--- config.mk ---
export PLATFORM = sky130hd
export DESIGN_NAME = led_fade_ramp_gamma_unit
export DESIGN_NICKNAME = d
export VERILOG_FILES = /design/src/hw/rtl/lfrg_pkg.sv /design/src/hw/rtl/lfrg_div.sv /design/src/hw/rtl/led_fade_ramp_gamma_unit.sv
export SDC_FILE = /design/constraint.sdc
export NUM_CORES = 2
export LEC_CHECK = 0
export BUFFER_PORTS_ARGS = -buffer_cell sky130_fd_sc_hd__buf_4
export CORE_MARGIN = 3
export CORE_UTILIZATION = 40
export CTS_CLUSTER_DIAMETER = 100
export DETAILED_ROUTE_END_ITERATION = 10
export HOLD_SLACK_MARGIN = 0.03
export PLACE_DENSITY = 0.66
export SETUP_SLACK_MARGIN = 0.3
export SLEW_MARGIN = 5
export SYNTH_ARGS = -nofsm -noshare
export SYNTH_HDL_FRONTEND = slang
export SYNTH_SLANG_ARGS = --single-unit
--- constraint.sdc ---
create_clock -name clock -period 34.1 [get_ports clock]
set_input_delay 3.41 -clock clock [delete_from_list [all_inputs] [get_ports clock]]
set_output_delay 3.41 -clock clock [all_outputs]
set_load 0.01 [all_outputs]
--- src/hw/rtl/lfrg_pkg.sv ---
// Package with the shared constants, types and the gamma table of the LED fade unit.
`timescale 1ns / 1ps
`default_nettype none
package lfrg_pkg;

   localparam int QueueDepth = 256;
   localparam int IndexWidth = $clog2(QueueDepth);
   localparam int GammaScale = 1023;
   localparam int GammaRound = 32512;
   localparam int GammaDiv   = 65025;

   typedef logic [IndexWidth-1:0] index_type;
   typedef logic [9:0] gamma_table_type [256];

   typedef enum logic [2:0] {
      S_IDLE,
      S_DIV,
      S_RAMP,
      S_TARGET,
      S_EXTRA,
      S_READ,
      S_OUT
   } state_type;

   function automatic gamma_table_type build_gamma();
      gamma_table_type t;
      for (int i = 0; i < 256; i++) begin
         t[i] = 10'((GammaScale * i * i + GammaRound) / GammaDiv);
      end
      return t;
   endfunction

   localparam gamma_table_type GammaTable = build_gamma();

   function automatic index_type next_slot(input index_type i);
      return (i == index_type'(QueueDepth - 1)) ? '0 : index_type'(i + 1'b1);
   endfunction

endpackage
`default_nettype wire

--- src/hw/rtl/lfrg_div.sv ---
// Restoring divider that splits the fade difference by the fade length, one bit per cycle.
`timescale 1ns / 1ps
`default_nettype none
module lfrg_div
   import lfrg_pkg::*;
(
   input  wire logic       clock,
   input  wire logic       reset,
   input  wire logic       start,
   input  wire logic [7:0] dividend,
   input  wire logic [7:0] divisor,
   output logic            done,
   output logic [7:0]      quotient,
   output logic [7:0]      remainder
);

   logic [7:0] quo_ff, quo_in;
   logic [7:0] rem_ff, rem_in;
   logic [7:0] dvs_ff, dvs_in;
   logic [3:0] count_ff, count_in;
   logic       busy_ff, busy_in;
   logic       done_ff, done_in;
   logic [8:0] shifted;

   always_comb begin
      quo_in   = quo_ff;
      rem_in   = rem_ff;
      dvs_in   = dvs_ff;
      count_in = count_ff;
      busy_in  = busy_ff;
      done_in  = 1'b0;
      shifted  = {rem_ff, quo_ff[7]};
      if (start) begin
         quo_in   = dividend;
         rem_in   = '0;
         dvs_in   = divisor;
         count_in = '0;
         busy_in  = 1'b1;
      end else if (busy_ff) begin
         if (shifted >= {1'b0, dvs_ff}) begin
            rem_in = 8'(shifted - {1'b0, dvs_ff});
            quo_in = {quo_ff[6:0], 1'b1};
         end else begin
            rem_in = shifted[7:0];
            quo_in = {quo_ff[6:0], 1'b0};
         end
         count_in = 4'(count_ff + 1'b1);
         if (count_ff == 4'd7) begin
            busy_in = 1'b0;
            done_in = 1'b1;
         end
      end
   end

   always_ff @(posedge clock) begin
      if (reset) begin
         busy_ff  <= 1'b0;
         done_ff  <= 1'b0;
         count_ff <= '0;
      end else begin
         busy_ff  <= busy_in;
         done_ff  <= done_in;
         count_ff <= count_in;
      end
      quo_ff <= quo_in;
      rem_ff <= rem_in;
      dvs_ff <= dvs_in;
   end

   assign done      = done_ff;
   assign quotient  = quo_ff;
   assign remainder = rem_ff;

endmodule
`default_nettype wire

--- src/hw/rtl/led_fade_ramp_gamma_unit.sv ---
// Top level of the LED fade unit: level queue in a memory, ramp sequencer and gamma output.
`timescale 1ns / 1ps
`default_nettype none
// One beat on req_ is one dimmer tick and yields exactly one beat on rsp_. When the
// channel-one target changes with a fade length of two or more, the sequencer starts the
// divider in the cycle after the beat is accepted and takes the quotient and remainder
// when the divider's registered done goes high. After that the sequencer writes one ramp
// level per cycle into the level queue memory, then the target. A change without a fade
// skips the divider and the ramp; an unchanged target also skips the target write.
// The queue memory has one write port and one registered read port; the dequeue read
// is issued only after all writes of the tick. A finished result waits in the output
// register while the next tick is accepted. A tick whose result is ready while the
// previous result still waits stalls until rsp_tready takes that earlier beat.
module led_fade_ramp_gamma_unit
   import lfrg_pkg::*;
(
   input  wire logic        clock,
   input  wire logic        reset,
   input  wire logic        req_tvalid,
   output logic             req_tready,
   // Fields from bit 0: target_one[7:0], fade_ticks[15:8], target_two[23:16].
   input  wire logic [23:0] req_tdata,
   output logic             rsp_tvalid,
   input  wire logic        rsp_tready,
   // Fields from bit 0: duty_one[9:0], duty_two[19:10], zero fill[23:20].
   output logic [23:0]      rsp_tdata
);

   state_type  state_ff, state_in;
   logic [7:0] prev_ff, prev_in;
   logic [7:0] target_ff, target_in;
   logic [7:0] len_ff, len_in;
   logic [7:0] two_ff, two_in;
   logic [7:0] from_ff, from_in;
   logic [7:0] diff_ff, diff_in;
   logic       up_ff, up_in;
   logic [7:0] q_ff, q_in;
   logic [7:0] r_ff, r_in;
   logic [7:0] qd_ff, qd_in;
   logic [7:0] rd_ff, rd_in;
   logic [7:0] i_ff, i_in;
   index_type  head_ff, head_in;
   index_type  tail_ff, tail_in;
   logic       empty_ff, empty_in;
   logic       zero_ff, zero_in;
   logic       rsp_valid_ff, rsp_valid_in;
   logic [9:0] duty_one_ff, duty_one_in;
   logic [9:0] duty_two_ff, duty_two_in;
   logic       div_kick_ff;

   logic [7:0] mem [QueueDepth];
   logic [7:0] rd_data_ff;
   logic       rd_en;

   logic       push_do;
   logic [7:0] push_value;
   logic       wr_en;
   index_type  wr_addr;
   logic       full;
   logic       room;
   logic [8:0] r_sum;
   logic [7:0] ramp_value;
   logic       accept;
   logic       out_load;

   logic       div_start;
   logic       div_done;
   logic [7:0] div_quo;
   logic [7:0] div_rem;

   lfrg_div u_div (
      .clock     (clock),
      .reset     (reset),
      .start     (div_start),
      .dividend  (diff_ff),
      .divisor   (len_ff),
      .done      (div_done),
      .quotient  (div_quo),
      .remainder (div_rem)
   );

   assign full = !empty_ff && (next_slot(tail_ff) == head_ff);
   assign room = empty_ff || !((tail_ff > head_ff) && (index_type'(tail_ff - head_ff) > 1));
   assign r_sum = {1'b0, r_ff} + {1'b0, rd_ff};
   assign ramp_value = up_ff ? 8'(from_ff + q_ff) : 8'(from_ff - q_ff);
   assign accept = req_tvalid && req_tready;
   assign req_tready = (state_ff == S_IDLE);

   always_comb begin
      state_in     = state_ff;
      prev_in      = prev_ff;
      target_in    = target_ff;
      len_in       = len_ff;
      two_in       = two_ff;
      from_in      = from_ff;
      diff_in      = diff_ff;
      up_in        = up_ff;
      q_in         = q_ff;
      r_in         = r_ff;
      qd_in        = qd_ff;
      rd_in        = rd_ff;
      i_in         = i_ff;
      head_in      = head_ff;
      tail_in      = tail_ff;
      empty_in     = empty_ff;
      zero_in      = zero_ff;
      rsp_valid_in = rsp_valid_ff;
      duty_one_in  = duty_one_ff;
      duty_two_in  = duty_two_ff;
      push_do      = 1'b0;
      push_value   = target_ff;
      rd_en        = 1'b0;
      div_start    = 1'b0;
      out_load     = 1'b0;

      if (rsp_valid_ff && rsp_tready) begin
         rsp_valid_in = 1'b0;
      end

      case (state_ff)
         S_IDLE: begin
            if (accept) begin
               target_in = req_tdata[7:0];
               len_in    = req_tdata[15:8];
               two_in    = req_tdata[23:16];
               from_in   = prev_ff;
               prev_in   = req_tdata[7:0];
               up_in     = req_tdata[7:0] > prev_ff;
               diff_in   = (req_tdata[7:0] > prev_ff) ? 8'(req_tdata[7:0] - prev_ff)
                                                      : 8'(prev_ff - req_tdata[7:0]);
               if (req_tdata[7:0] == prev_ff) begin
                  state_in = S_EXTRA;
               end else if (req_tdata[15:8] > 8'd1) begin
                  state_in = S_DIV;
               end else begin
                  state_in = S_TARGET;
               end
            end
         end
         S_DIV: begin
            div_start = div_kick_ff;
            if (div_done) begin
               qd_in    = div_quo;
               rd_in    = div_rem;
               q_in     = div_quo;
               r_in     = div_rem;
               i_in     = 8'd1;
               state_in = S_RAMP;
            end
         end
         S_RAMP: begin
            push_do    = 1'b1;
            push_value = ramp_value;
            if (r_sum >= {1'b0, len_ff}) begin
               r_in = 8'(r_sum - {1'b0, len_ff});
               q_in = 8'(q_ff + qd_ff + 1'b1);
            end else begin
               r_in = r_sum[7:0];
               q_in = 8'(q_ff + qd_ff);
            end
            i_in = 8'(i_ff + 1'b1);
            if (i_ff == 8'(len_ff - 1'b1)) begin
               state_in = S_TARGET;
            end
         end
         S_TARGET: begin
            push_do  = 1'b1;
            state_in = S_EXTRA;
         end
         S_EXTRA: begin
            push_do  = room;
            state_in = S_READ;
         end
         S_READ: begin
            zero_in = empty_ff;
            if (!empty_ff) begin
               rd_en = 1'b1;
               if (head_ff == tail_ff) begin
                  empty_in = 1'b1;
                  head_in  = '0;
                  tail_in  = '0;
               end else begin
                  head_in = next_slot(head_ff);
               end
            end
            state_in = S_OUT;
         end
         S_OUT: begin
            if (!rsp_valid_ff || rsp_tready) begin
               out_load     = 1'b1;
               rsp_valid_in = 1'b1;
               duty_one_in  = zero_ff ? GammaTable[0] : GammaTable[rd_data_ff];
               duty_two_in  = GammaTable[two_ff];
               state_in     = S_IDLE;
            end
         end
         default: begin
            state_in = S_IDLE;
         end
      endcase

      wr_en   = 1'b0;
      wr_addr = tail_ff;
      if (push_do && !full) begin
         wr_en = 1'b1;
         if (empty_ff) begin
            head_in  = '0;
            tail_in  = '0;
            empty_in = 1'b0;
            wr_addr  = '0;
         end else begin
            tail_in = next_slot(tail_ff);
            wr_addr = next_slot(tail_ff);
         end
      end
   end

   always_ff @(posedge clock) begin
      if (reset) begin
         div_kick_ff <= 1'b0;
      end else begin
         div_kick_ff <= accept && (req_tdata[7:0] != prev_ff) && (req_tdata[15:8] > 8'd1);
      end
   end

   always_ff @(posedge clock) begin
      if (reset) begin
         state_ff     <= S_IDLE;
         prev_ff      <= '0;
         head_ff      <= '0;
         tail_ff      <= '0;
         empty_ff     <= 1'b1;
         rsp_valid_ff <= 1'b0;
      end else begin
         state_ff     <= state_in;
         prev_ff      <= prev_in;
         head_ff      <= head_in;
         tail_ff      <= tail_in;
         empty_ff     <= empty_in;
         rsp_valid_ff <= rsp_valid_in;
      end
      target_ff   <= target_in;
      len_ff      <= len_in;
      two_ff      <= two_in;
      from_ff     <= from_in;
      diff_ff     <= diff_in;
      up_ff       <= up_in;
      q_ff        <= q_in;
      r_ff        <= r_in;
      qd_ff       <= qd_in;
      rd_ff       <= rd_in;
      i_ff        <= i_in;
      zero_ff     <= zero_in;
      duty_one_ff <= duty_one_in;
      duty_two_ff <= duty_two_in;
   end

   always_ff @(posedge clock) begin
      if (wr_en) begin
         mem[wr_addr] <= push_value;
      end
      if (rd_en) begin
         rd_data_ff <= mem[head_ff];
      end
   end

   assign rsp_tvalid = rsp_valid_ff;
   assign rsp_tdata  = {4'b0000, duty_two_ff, duty_one_ff};

endmodule
`default_nettype wire

Yosys cells after proc, flatten, opt, wreduce, memory -nomap -nowiden
Memory sizes are Yosys's and may differ from the RTL's. A register that Yosys moved wholly into a read port is not among the register bits.
Cells that the tools add are included.
Cells by class
  $add $sub $neg: 15
  order comparisons: 6
  equal/unequal tests: 19
  multiplexer cells: 54
  bitwise logic cells: 3
  reductions and logical operators: 27
Operator list (number)
  2-to-1 mux 8 bit: 24
  case mux 8 bit (2 select lines): 3
  subtractor 8 bit: 6
  adder 8 x 1 -> 8 bit, second input constant: 4
  == test 8 bit: 4
  case mux 3 bit (7 select lines): 1
  2-to-1 mux 1 bit: 19
  greater-or-equal comparator 9 x 8 -> 1 bit: 2
  NOT 8 -> 9 bit: 2
  adder 8 bit: 2
  == test 8 bit, second input constant: 2
  > comparator 8 x 1 -> 1 bit, second input constant: 2
  > comparator 8 bit: 2
  2-to-1 mux 3 bit: 5
  adder 8 x 8 -> 9 bit: 1
  == test 3 bit, second input constant: 3
  != test 8 bit: 1
  AND reduction 2 bit: 4
  nonzero test 2 bit: 4
  subtractor 8 x 1 -> 8 bit, second input constant: 1
  logical AND 1 bit: 7
  == test 3 x 2 -> 1 bit, second input constant: 2
  != test 2 x 1 -> 1 bit, second input constant: 3
  adder 4 x 1 -> 4 bit, second input constant: 1
  other kinds (13): 19
Word-level totals
  register bits after elaboration: 142
  RAM bits: 2048
  memory bits (read-only): 5120
  output and inout bits: 26
  logic and storage cells: 152
  memories: 3
Memories
  (no name shown): depth 256, width 10, read ports 1, clocked after memory_dff 1, write ports 0, RTL line led_fade_ramp_gamma_unit.sv:193  | duty_two_in = GammaTable[two_ff];
  (no name shown): depth 256, width 10, read ports 1, clocked after memory_dff 1, write ports 0, RTL line led_fade_ramp_gamma_unit.sv:192  | duty_one_in = zero_ff ? GammaTable[0] : GammaTable[rd_data_ff];
  mem: depth 256, width 8, read ports 1, clocked after memory_dff 1, write ports 1, RTL line led_fade_ramp_gamma_unit.sv:51  | logic [7:0] mem [QueueDepth];

Depth between registers and ports, before layout
  depth in word-level cells: 10
  depth in mapped cells: 18

Hierarchy
Synthesis repeated with hierarchy kept, for this count alone.
Unflattened totals
  cells, all modules: 5057
  area, all modules: 93691.1 um^2
Modules (own cells, without submodules)
  led_fade_ramp_gamma_unit: times used 1, cells an instance 4896, area an instance 92054.5 um^2, seq. area each 65402.7 um^2
  lfrg_div: times used 1, cells an instance 161, area an instance 1636.6 um^2, seq. area each 760.7 um^2

Worst setup path after synthesis
OpenSTA, ideal clock, no wires.
  path kind: flip-flop to flip-flop
  start point: register q_ff[1]
  end point: memory mem[0][7], data pin
  setup time: 2.187 ns
  data arrival time: 12.141 ns
  required time: 31.913 ns
  slack: 19.772 ns
  cell stages (with the launch flop): 13
  buffers on the path: 0
  clock period less this slack: 14.328 ns
  path through: edfxtp_1 inv_1 ha_1 mux2_2 ha_1 a21o_1 a21oi_1 o21bai_1 a21oi_1 o21bai_1 a21oi_1 xnor2_1 o21ai_0
On the way
  cells in the longest elaborated chain, start to end: 3
  elaborated cells on any way between the ends: 4
RTL lines
  start: declaration: RTL line led_fade_ramp_gamma_unit.sv:37  | logic [7:0] q_ff, q_in;
  start signal: assignment: RTL line led_fade_ramp_gamma_unit.sv:248  | q_ff <= q_in;
  subtractor 8 bit / adder 8 bit (equally long branches): RTL line led_fade_ramp_gamma_unit.sv:85  | assign ramp_value = up_ff ? 8'(from_ff + q_ff) : 8'(from_ff - q_ff);
  2-to-1 mux 8 bit (*): RTL line led_fade_ramp_gamma_unit.sv:85
  2-to-1 mux 8 bit (*): RTL line led_fade_ramp_gamma_unit.sv:120  | case (state_ff)
  named net push_value[7]: RTL line led_fade_ramp_gamma_unit.sv:56  | logic [7:0] push_value;
  end: declaration: RTL line led_fade_ramp_gamma_unit.sv:51
The timed path passes the listed nets; every way through them passes the cells marked *.

Worst setup path in the final report
  start point: register head_ff[0]
  end point: memory mem[95][0], enable pin
On the way
  cells in the longest elaborated chain, start to end: 10
  elaborated cells on any way between the ends: 15
RTL lines
  start: declaration: RTL line led_fade_ramp_gamma_unit.sv:42  | index_type head_ff, head_in;
  start signal: assignment: RTL line led_fade_ramp_gamma_unit.sv:237  | head_ff <= head_in;
  subtractor 8 bit: RTL line led_fade_ramp_gamma_unit.sv:83  | assign room = empty_ff || !((tail_ff > head_ff) && (index_type'(tail_ff - head_ff) > 1));
  > comparator 8 x 1 -> 1 bit: RTL line led_fade_ramp_gamma_unit.sv:83
  logical AND 1 bit: RTL line led_fade_ramp_gamma_unit.sv:83
  zero test 1 bit: RTL line led_fade_ramp_gamma_unit.sv:83
  logical OR 1 bit: RTL line led_fade_ramp_gamma_unit.sv:83
  case mux 1 bit (2 select lines): RTL line led_fade_ramp_gamma_unit.sv:120
  logical AND 1 bit (*): RTL line led_fade_ramp_gamma_unit.sv:204  | if (push_do && !full) begin
  2-to-1 mux 1 bit: RTL line led_fade_ramp_gamma_unit.sv:204
  2-to-1 mux 1 bit: RTL line led_fade_ramp_gamma_unit.sv:259  | if (wr_en) begin
  2-to-1 mux 1 bit (implied by the code): RTL line led_fade_ramp_gamma_unit.sv:260  | mem[wr_addr] <= push_value;
Every way passes the cells marked *; elsewhere a longest branch is shown, timed or not.

==> run metrics <==
Worst-path clk slew=around 0.060 ns; first-pass GRT wire length=342.2 mm; top_reg_cell synth=edfxtp_1; post-synth cell types=84; post-CTS sizing=0; top cell type's share of synthesized area=~69%; Die Footprint=241500 um^2; yosys warns=0; WS Path Type=flop to flop; layout cells sized above 1=between 20 and 30%; Initial DRT Pass Iterations=6; pin count of the biggest net entering global routing=about 190; max-cap check violation count=0; vias in the first global route=between 40000 and 50000; cells after synthesis=5112; synthesized cell area=94250 um^2; Pwr Density=about 64 nW/um^2; asr flop ratio synth=0%; status=completed; total length of routed wires=228.2 mm; min cycle time layout=approximately 6.7 ns; clk_skew=just under 0.08 ns; # clock sinks=around 2200; min-delay worst type=flop to flop; fill cell total of the finished layout=slightly below 20000; Post-DRT Antenna Nets=0; gp weighted congestion=roughly 0.90; most frequent cell after synthesis=edfxtp_1; DP HPWL=135.0 mm; RSZ-0062 raised after global routing=false; LEAKAGE=0.03218 uW; crit-path max cell delay=about 0.89 ns; Setup TNS=0 ns; Num CTS Buffers=approximately 220; CTS tree=built; final hold vios=0; remaining global-route overflow=0; Final period util=between 10% and 20%; Peak VDD IR=slightly above 0.07 mV; Post-CTS Hold Buffers=0; post-DR wirelength/cell=approximately 27 um; arrival time at the worst endpoint=7.30 ns; H-tree Lvls=4; CTS Buffer Depth=3; worst path required time=~35 ns; FP Rows=177; CP dominant cell by count=buf_4; antenna violations before repair=4; latest clock arrival within the worst-skew pair=0.88 ns; Avg Inst Size Synth=between 15 and 20 um^2; top post-synthesis cells by count=edfxtp_1 (2174), mux4_2 (685), nor2_1 (239); post-CTS setup buffer count=0; Synth Register Bits=around 2200; Synth area leader=edfxtp_1; CP Cell Sequence=ha_1, inv_1, fa_1, a21o_1, a2111oi_0, nor2_1, or4_1, a211oi_2, nor2_2, buf_4, nor3_4, nand2_4, buf_4, nor4_1, buf_4; Slew Viols, Final=0; top post-synthesis cells by area=edfxtp_1 (69%), mux4_2 (16%), ha_1 (1.2%); chip height=just under 500 um; vias=50270; final setup fails=0; CP Max Fanout=40; Area Growth Syn to Fin=12.61%; number of synthesized flops with an enable pin=around 2200; Worst setup SP type=flop; Relative slew margins=between 10% and 20%; core area=233400 um^2; Die W=approximately 490 um; endpoint type of the worst setup path=flop; number of top-level pins=54; Initial Util=40.38%; Via density=roughly 5.9; Slowest-stage cell, CP=nor4_1; highest clock rate=between 100 and 150 MHz; final hold slack=0.4720 ns; Initial DRC Count=~6000; DRC=0; I/O Buffers=between 40 and 50; total global-route track usage=18.75%; CTS root buf=clkbuf_16; Nets=between 5000 and 6000; slew of the pin with the lowest slew margin=around 1.3 ns; post-synthesis sequential area ratio=approximately 70%; Core Util, Final=between 40 and 50%
flip-flops by register name (all words and copies together), names as in the netlist, 3 cells and up:
signal           cells
head_ff              8
r_ff                 8
tail_ff              8
u_div.count_ff       4
rd_data_ff           8
u_div.quotient       8
u_div.dvs_ff         8
two_ff               8
mem               2048
target_ff            8
len_ff               8
rd_ff                8
from_ff              8
duty_one_ff         10
diff_ff              8
q_ff                 8
u_div.remainder      8
prev_ff              8
duty_two_ff         10
state_ff             3
qd_ff                8
i_ff                 8
critical path, delay by kind of cell (launching register included):
family          cells  cell delay (ns)
compound gates      3             0.91
simple gates        6             2.79
fa+ha+maj           2             0.72
flops               1             0.86
buf+inv             4             1.07
path summary, 6_finish.rpt:
| kind | startpoint | cells past startpoint | slack (ns) | to |
|---|---|---|---|---|
| worst max-delay path | head_ff[0]$_SDFF_PP0_ | 15 | 27.38 | mem[95][0]$_DFFE_PP_ |
| worst min-delay path | u_div.quotient[1]$_DFFE_PP_ | 0 | 0.47 | qd_ff[1]$_DFFE_PP_ |
| worst max register to register | head_ff[0]$_SDFF_PP0_ | 15 | 27.38 | mem[95][0]$_DFFE_PP_ |
| worst min register to register | u_div.quotient[1]$_DFFE_PP_ | 0 | 0.47 | qd_ff[1]$_DFFE_PP_ |
kinds of logic after synthesis:
family          count (synthesis)  share of synthesized area, %
flops                        2218                         70.20
simple gates                  886                         4.641
mux                           714                         16.68
compound gates                653                         4.413
buf+inv                       467                         1.991
fa+ha+maj                     100                         1.391
xor+xnor                       73                        0.6784
other cells                     1                      0.003979
stage by stage:
| stage | area [um^2] | total power, uW | setup slack, ns | instances |
|---|---|---|---|---|
| final | 106100 | 6793 | 27.38 | 8487 |
| after global routing | 106100 | 7035 | 27.02 | 8486 |
| after CTS | 106100 | 6838 | 27.45 | 8486 |
| after detailed placement | 98780 | 4432 | 27.35 | 8083 |
| after global placement | 98750 | 4401 | 27.26 | 8083 |
| after floorplan | 94260 | 4250 | 19.77 | 5115 |
cell usage in the layout, fill, tap and decap left out, types with 41 or more instances in the layout:
cell       count
clkbuf_16    217
nand2_1      222
nor2_1       237
clkinv_1      53
clkinv_2      46
ha_1          92
a21oi_1      177
o21ai_0      170
nor4_1        66
inv_1         88
xnor2_1       41
edfxtp_1    2174
a211oi_1      49
nor3_1       119
buf_4        200
mux4_2       685
final cells by class:
type	count	area [um^2]	share of cell area (%)
flip-flops and latches	2218	66180	62.35
clock inverters	151	1710	1.612
clock buffers	252	5592	5.269
diodes	1	2.502	0.002358
repair buffers	207	1642	1.547
well taps	3132	3919	3.692
inverters	96	367.9	0.3466
multi-input cells	2430	26720	25.18
report_power, final:
group | internal, uW | leakage [uW] | switching (uW)
clock network | 1380 | 0.00353 | 1040
registers | 3420 | 0.0200 | 36.4
logic | 195 | 0.00869 | 725
per-layer routing:
layer / track usage, % / wire length [um] / up-vias
li1: - / - / 21190
met1: 27.55 / 95320 / 26310
met2: 29.13 / 107800 / 2424
met3: 3.177 / 19230 / 353
met4: 4.931 / 5879 / 0
met5: 0 / 0 / -
Note: power is estimated with default switching activity, not from simulation.
